## config.mk

```make
export PLATFORM = sky130hd
export DESIGN_NAME = tap_gesture_decoder_autorepeat_top
export DESIGN_NICKNAME = d
export VERILOG_FILES = /design/src/tgd_pkg.sv /design/src/tgd_core.sv /design/src/tap_gesture_decoder_autorepeat_top.sv
export SDC_FILE = /design/constraint.sdc
export NUM_CORES = 1
export LEC_CHECK = 0
export BUFFER_PORTS_ARGS = -buffer_cell sky130_fd_sc_hd__clkbuf_2
export CAP_MARGIN = 40
export CORE_AREA = 2 2 130 132
export CTS_CLUSTER_SIZE = 30
export DETAILED_ROUTE_END_ITERATION = 10
export DIE_AREA = 0 0 132 134
export GPL_TIMING_DRIVEN = 0
export PLACE_DENSITY = 0.79
export SLEW_MARGIN = 5
export SYNTH_ARGS = -nofsm -noshare
export SYNTH_HDL_FRONTEND = slang
export SYNTH_SLANG_ARGS = --single-unit
```

## constraint.sdc

```tcl
create_clock -name clk -period 6.6 [get_ports clk]
set_input_delay 0.99 -clock clk [delete_from_list [all_inputs] [get_ports clk]]
set_output_delay 0.99 -clock clk [all_outputs]
set_load 0.02 [all_outputs]
```

## src/tgd_pkg.sv

```systemverilog
`timescale 1ns / 1ps
`default_nettype none
// ----------------------------------------------------------------------------
// Tap gesture decoder package
// Shared word types, register indexes, reset values and event codes.
// ----------------------------------------------------------------------------
package tgd_pkg;

	localparam int unsigned CFG_INDEX_W = 2;
	localparam int unsigned CFG_DATA_W  = 16;
	localparam int unsigned TIME_W      = 32;

	localparam logic [CFG_INDEX_W-1:0] REG_DOUBLE_TAP_WINDOW = 2'd0;
	localparam logic [CFG_INDEX_W-1:0] REG_REPEAT_PERIOD     = 2'd1;

	localparam logic [CFG_DATA_W-1:0] WINDOW_RESET = 16'd300;
	localparam logic [CFG_DATA_W-1:0] PERIOD_RESET = 16'd80;

	localparam logic [1:0] EV_NONE  = 2'd0;
	localparam logic [1:0] EV_LEFT  = 2'd1;
	localparam logic [1:0] EV_RIGHT = 2'd2;

	typedef enum logic [1:0] {
		ST_IDLE  = 2'd0,
		ST_WAIT  = 2'd1,
		ST_LEFT  = 2'd2,
		ST_RIGHT = 2'd3
	} gesture_state_t;

	typedef struct packed {
		logic              move_button;
		logic              fire_button;
		logic [TIME_W-1:0] time_ms;
	} in_word_t;

	typedef struct packed {
		logic [1:0] move_event;
		logic       fire_event;
	} out_word_t;

endpackage
`default_nettype wire

```

## src/tgd_core.sv

```systemverilog
`timescale 1ns / 1ps
`default_nettype none
// ----------------------------------------------------------------------------
// Tap gesture decoder core
// Holds the gesture state and the edge history, and decodes one sample.
// ----------------------------------------------------------------------------
module tgd_core (
	input  wire logic                            clk,
	input  wire logic                            arst_n,
	input  wire logic                            step,
	input  wire tgd_pkg::in_word_t               sample,
	input  wire logic [tgd_pkg::CFG_DATA_W-1:0]  window,
	input  wire logic [tgd_pkg::CFG_DATA_W-1:0]  period,
	output tgd_pkg::out_word_t                   result
);
	import tgd_pkg::*;

	gesture_state_t      state_q;
	gesture_state_t      state_d;
	logic [TIME_W-1:0]   first_tap_time_q;
	logic [TIME_W-1:0]   last_move_time_q;
	logic                move_prev_q;
	logic                fire_prev_q;
	logic                mv_rise;
	logic                timeout;
	logic                repeat_due;
	logic [TIME_W-1:0]   tap_elapsed;
	logic [TIME_W-1:0]   move_elapsed;
	logic                set_first;
	logic                set_last;
	logic [1:0]          ev;

	assign mv_rise      = sample.move_button & ~move_prev_q;
	assign tap_elapsed  = sample.time_ms - first_tap_time_q;
	assign move_elapsed = sample.time_ms - last_move_time_q;
	assign timeout      = tap_elapsed > {{(TIME_W-CFG_DATA_W){1'b0}}, window};
	assign repeat_due   = move_elapsed >= {{(TIME_W-CFG_DATA_W){1'b0}}, period};

	always_comb begin
		state_d = state_q;
		case (state_q)
			ST_IDLE: begin
				if (mv_rise) begin
					state_d = ST_WAIT;
				end
			end
			ST_WAIT: begin
				if (mv_rise) begin
					state_d = ST_RIGHT;
				end else if (timeout) begin
					state_d = sample.move_button ? ST_LEFT : ST_IDLE;
				end
			end
			ST_LEFT, ST_RIGHT: begin
				if (!sample.move_button) begin
					state_d = ST_IDLE;
				end
			end
			default: begin
				state_d = ST_IDLE;
			end
		endcase
	end

	always_comb begin
		ev        = EV_NONE;
		set_first = 1'b0;
		set_last  = 1'b0;
		case (state_q)
			ST_IDLE: begin
				set_first = mv_rise;
			end
			ST_WAIT: begin
				if (mv_rise) begin
					ev       = EV_RIGHT;
					set_last = 1'b1;
				end else if (timeout) begin
					ev       = EV_LEFT;
					set_last = 1'b1;
				end
			end
			ST_LEFT, ST_RIGHT: begin
				if (sample.move_button && repeat_due) begin
					ev       = (state_q == ST_LEFT) ? EV_LEFT : EV_RIGHT;
					set_last = 1'b1;
				end
			end
			default: begin
				ev = EV_NONE;
			end
		endcase
	end

	assign result.move_event = ev;
	assign result.fire_event = sample.fire_button & ~fire_prev_q;

	always_ff @(posedge clk or negedge arst_n) begin
		if (!arst_n) begin
			state_q          <= ST_IDLE;
			first_tap_time_q <= '0;
			last_move_time_q <= '0;
			move_prev_q      <= 1'b0;
			fire_prev_q      <= 1'b0;
		end else if (step) begin
			state_q     <= state_d;
			move_prev_q <= sample.move_button;
			fire_prev_q <= sample.fire_button;
			if (set_first) begin
				first_tap_time_q <= sample.time_ms;
			end
			if (set_last) begin
				last_move_time_q <= sample.time_ms;
			end
		end
	end

endmodule
`default_nettype wire

```

## src/tap_gesture_decoder_autorepeat_top.sv

```systemverilog
`timescale 1ns / 1ps
`default_nettype none
// ----------------------------------------------------------------------------
// Tap gesture decoder with autorepeat
// Decodes double taps, holds and fire presses from sampled button levels.
// ----------------------------------------------------------------------------
// Every input word yields exactly one output word. A word is registered on
// entry, decoded by the gesture state machine and placed in the output
// register, and a new word is taken every clock while the output side keeps
// up. The gesture state and the two timestamps are updated as each word is
// decoded, which sets that rate. Configuration writes are always ready and
// take effect on the next decoded word.
module tap_gesture_decoder_autorepeat_top (
	input  wire logic                             clk,
	input  wire logic                             arst_n,
	input  wire logic                             in_valid,
	output logic                                  in_stall,
	input  wire tgd_pkg::in_word_t                in_data,
	output logic                                  out_valid,
	input  wire logic                             out_stall,
	output tgd_pkg::out_word_t                    out_data,
	input  wire logic                             cfg_valid,
	output logic                                  cfg_ready,
	input  wire logic [tgd_pkg::CFG_INDEX_W-1:0]  cfg_index,
	input  wire logic [tgd_pkg::CFG_DATA_W-1:0]   cfg_data
);
	import tgd_pkg::*;

	logic                  valid_s1;
	in_word_t              data_s1;
	logic                  out_valid_q;
	out_word_t             out_data_q;
	out_word_t             result;
	logic                  advance;
	logic [CFG_DATA_W-1:0] window_q;
	logic [CFG_DATA_W-1:0] period_q;

	assign advance   = valid_s1 & (~out_valid_q | ~out_stall);
	assign in_stall  = valid_s1 & ~advance;
	assign cfg_ready = 1'b1;
	assign out_valid = out_valid_q;
	assign out_data  = out_data_q;

	always_ff @(posedge clk or negedge arst_n) begin
		if (!arst_n) begin
			window_q <= WINDOW_RESET;
			period_q <= PERIOD_RESET;
		end else if (cfg_valid && cfg_ready) begin
			if (cfg_index == REG_DOUBLE_TAP_WINDOW) begin
				window_q <= cfg_data;
			end else if (cfg_index == REG_REPEAT_PERIOD) begin
				period_q <= cfg_data;
			end
		end
	end

	always_ff @(posedge clk or negedge arst_n) begin
		if (!arst_n) begin
			valid_s1 <= 1'b0;
		end else if (!in_stall) begin
			valid_s1 <= in_valid;
		end
	end

	always_ff @(posedge clk) begin
		if (in_valid && !in_stall) begin
			data_s1 <= in_data;
		end
	end

	always_ff @(posedge clk or negedge arst_n) begin
		if (!arst_n) begin
			out_valid_q <= 1'b0;
		end else if (!out_valid_q || !out_stall) begin
			out_valid_q <= valid_s1;
		end
	end

	always_ff @(posedge clk) begin
		if (advance) begin
			out_data_q <= result;
		end
	end

	tgd_core u_core (
		.clk    (clk),
		.arst_n (arst_n),
		.step   (advance),
		.sample (data_s1),
		.window (window_q),
		.period (period_q),
		.result (result)
	);

`ifndef ASSERT_OFF
	a_no_bad_event: assert property (@(posedge clk) disable iff (!arst_n)
		out_valid_q |-> (out_data_q.move_event != 2'd3))
		else $error("Output word carries an undefined move event.");

	a_stall_cause: assert property (@(posedge clk) disable iff (!arst_n)
		in_stall |-> (valid_s1 && out_valid_q && out_stall))
		else $error("Input stalled without a blocked output word.");

	a_advance_fills: assert property (@(posedge clk) disable iff (!arst_n)
		advance |=> out_valid_q)
		else $error("Decoded word did not reach the output register.");
`endif

endmodule
`default_nettype wire

```

==> qor.txt <==
Peak VDD IR: 243 µV
Fin. Hold Viols: 0
Num CTS Buffers: 17
Setup slack at placement: 1020 ps
DRT iter0 DRCs: 788
Die width: 132 µm
Sink Count: 139
Worst Max-Slew Pin Slew: 885 ps
CORE AREA: 16300 µm²
Vias in the first global route: 8192
Setup TNS after final layout: 0 ps
M2 GR Usage: 46.5%
Prevailing post-synth register cell: dfrtp_1
Yosys top cell area share: 24.1%
WL/cell: 18.2 µm
RSZ-0062 raised after global routing: false
H-tree levels: 4
Post-CTS Setup Repair Bufs: 0
Largest net degree at the start of global routing: 103
Post-synth EDFFs: 37
Share of cells above drive strength 1: 15.0%
Top Usage Layer GRT: met2
Via count: 8458
GRT met1 Usage: 40.6%
Grt met3 use: 4.99%
Syn Nets: 1230
Worst reg2reg startpoint: data_s1[6]
Slew margin rel.: 41.0%
Site row count: 47
CTS Buffer Depth: 2
Final setup viols: 0
CTS tree: done
Fin crit share: 86.4%
RePlAce Congestion: 0.950
HP Start: data_s1[32]
Synthesized area: 9970 µm²
Hold slack: 470 ps
Worst-Skew Late Latency: 430 ps
CTS Hold Bufs: 0
Port Buf Inserts: 61
Initial core utilization: 61.2%
CP arrival: 6010 ps
Area delta synth->final: 11.9%
Mapped Avg Cell Area: 9.26 µm²
Fin nets: 1311
P per Cell Area: 492 nW/µm²
Max Clk Rate: 0.175 GHz
Non-Filler Instances: 1391
Seq/Total Area, Yosys: 36.8%
Max-cap violation count: 0
Netlist cell types: 81
Slew Viols, Final: 0
Hold Crit Depth: 2
Worst Reg-to-Reg Cells: 20
CP Launch Type: register
Pleak: 4.98 nW
First-pass GRT wire length: 40900 µm
Clk slew on worst S/H paths: 60 ps
Top cells by area, synth: dfrtp_1 24%, ha_1 12%, edfxtp_1 11%
Setup crit start: data_s1[6]
Initial antenna violation count: 1
Yosys synthesis warning count: 0
Synth area leader: dfrtp_1
CP max FO: 10
Detailed Route WL: 25400 µm
Placed insts: 1359
Yosys reg bits: 139
Overall Global Routing Usage: 29.4%
DRC Markers: 0
DR vias/cell: 6.08
First-pass iteration count of the detailed router: 6
CP Class: register to register
Top Ports: 63
CTS root buf: clkbuf_16
FFs w/ async S/R, synth: 73.4%
Fin crit period: 5700 ps
WP data required: 6910 ps
DP HPWL: 19300 µm
CP endpoint kind: register
Die area: 17700 µm²
Post-route setup slack: 898 ps
Grt ovf: 0
Worst min path class: register to register
Clk_skew: 10.8 ps
Status: completed
Post-CTS Resized: 0
Die H: 134 µm
Routed Antenna Nets: 0
Syn Inst Count: 1077
power by group:
part	internal, mW	switching, mW	total (mW)
Combinational	1.38	1.89	3.26
Sequential	1.15	0.143	1.29
Clock	0.568	0.368	0.936
Total	3.09	2.40	5.49
routing by layer:
metal	wire [µm]	part of all wire, %	up-vias
li1	-	-	4041
met4	728	2.9	0
met2	11800	47	294
met1	11400	45	4053
met3	1400	5.5	70
met5	0	0	-
cell type report:
class                      count  area, µm²
multi-input combinational    788       5710
timing repair buffer          62        322
buffer                        40        186
clock inverter                10       87.6
tap                          220        275
sequential                   139       3670
clock buffer                  21        493
fill                        1230       5130
antenna                        1       2.50
inverter                     110        413
logic make-up (layout without fill, tap and decap cells):
family / count (synthesis) / in the layout / synth area share (%)
buffers and inverters: 150 / 243 / 6.01
flip-flops: 139 / 139 / 36.8
other: 1 / 2 / 0.0376
adder cells (fa/ha/maj): 96 / 96 / 12.2
multiplexers: 55 / 55 / 7.28
AO/OA/AOI/OAI: 307 / 307 / 19.9
XOR/XNOR: 43 / 43 / 3.78
AND/OR/NAND/NOR: 286 / 286 / 14.0
through the flow:
| step | utilization, % | cell area [µm²] | power, mW |
|---|---|---|---|
| floorplan | - | 9970 | 3.77 |
| global placement | 64.8 | 10600 | 4.37 |
| global route | 68.5 | 11200 | 5.94 |
| finish | 68.5 | 11200 | 5.49 |
| detailed placement | 64.9 | 10600 | 4.48 |
| CTS | 68.5 | 11200 | 5.46 |
flip-flops by register name, summed over array words and instances, names as in the netlist:
name / flops
u_core.first_tap_time_q: 32
out_valid: 1
data_s1: 34
u_core.last_move_time_q: 32
u_core.fire_prev_q: 1
u_core.move_prev_q: 1
period_q: 16
valid_s1: 1
window_q: 16
u_core.state_q: 2
out_data: 3
synthesized netlist by cell type, types with 6 or more instances:
cell type	count
nor4_1	9
nand2b_1	12
o211ai_1	10
nand4_1	21
dfstp_2	6
nor2_1	54
edfxtp_1	37
clkbuf_1	33
a21oi_1	78
o2111ai_1	7
nor3_1	16
xor2_1	9
a2111oi_0	6
ha_1	94
o21ai_0	90
mux2_2	23
a21o_1	17
inv_1	109
nand2_1	110
xnor2_1	34
o21a_1	17
or3_1	7
dfrtp_1	96
o21bai_1	11
and3_1	11
mux2_4	29
nand3_1	17
a211oi_1	12
cells in the final DEF, fill, tap and decap left out, types with 37 or more instances in the layout:
cell / count
edfxtp_1: 37
dfrtp_1: 96
a21oi_1: 78
clkbuf_2: 60
ha_1: 94
o21ai_0: 90
nand2_1: 110
nor2_1: 54
inv_1: 109
worst max-delay path: stages (launching register included):
cell and delay [ps]:
edfxtp_1 490, ha_1 420, a211oi_1 340, o21bai_1 160
a41o_1 260, a31oi_2 250, o21ai_0 160, xnor2_1 180
ha_1 330, nand4_1 200, nor4_1 480, nand4_1 200
o31a_1 180, nor4_1 230, o2111ai_1 170, nor4_1 290
and3_1 260, nor4b_4 250, o21ai_2 190, buf_6 220
mux2_4 310
worst paths after layout:
path	end	slack, ps
worst min-delay path	u_core.fire_prev_q	470
worst min register to register	u_core.fire_prev_q	470
worst max register to register	u_core.last_move_time_q[30]	900
max in group asynchronous	u_core.last_move_time_q[22]	5380
worst max-delay path	u_core.last_move_time_q[30]	900
min in group asynchronous	window_q[9]	620
No activity file was read; power rests on OpenSTA's default activity.
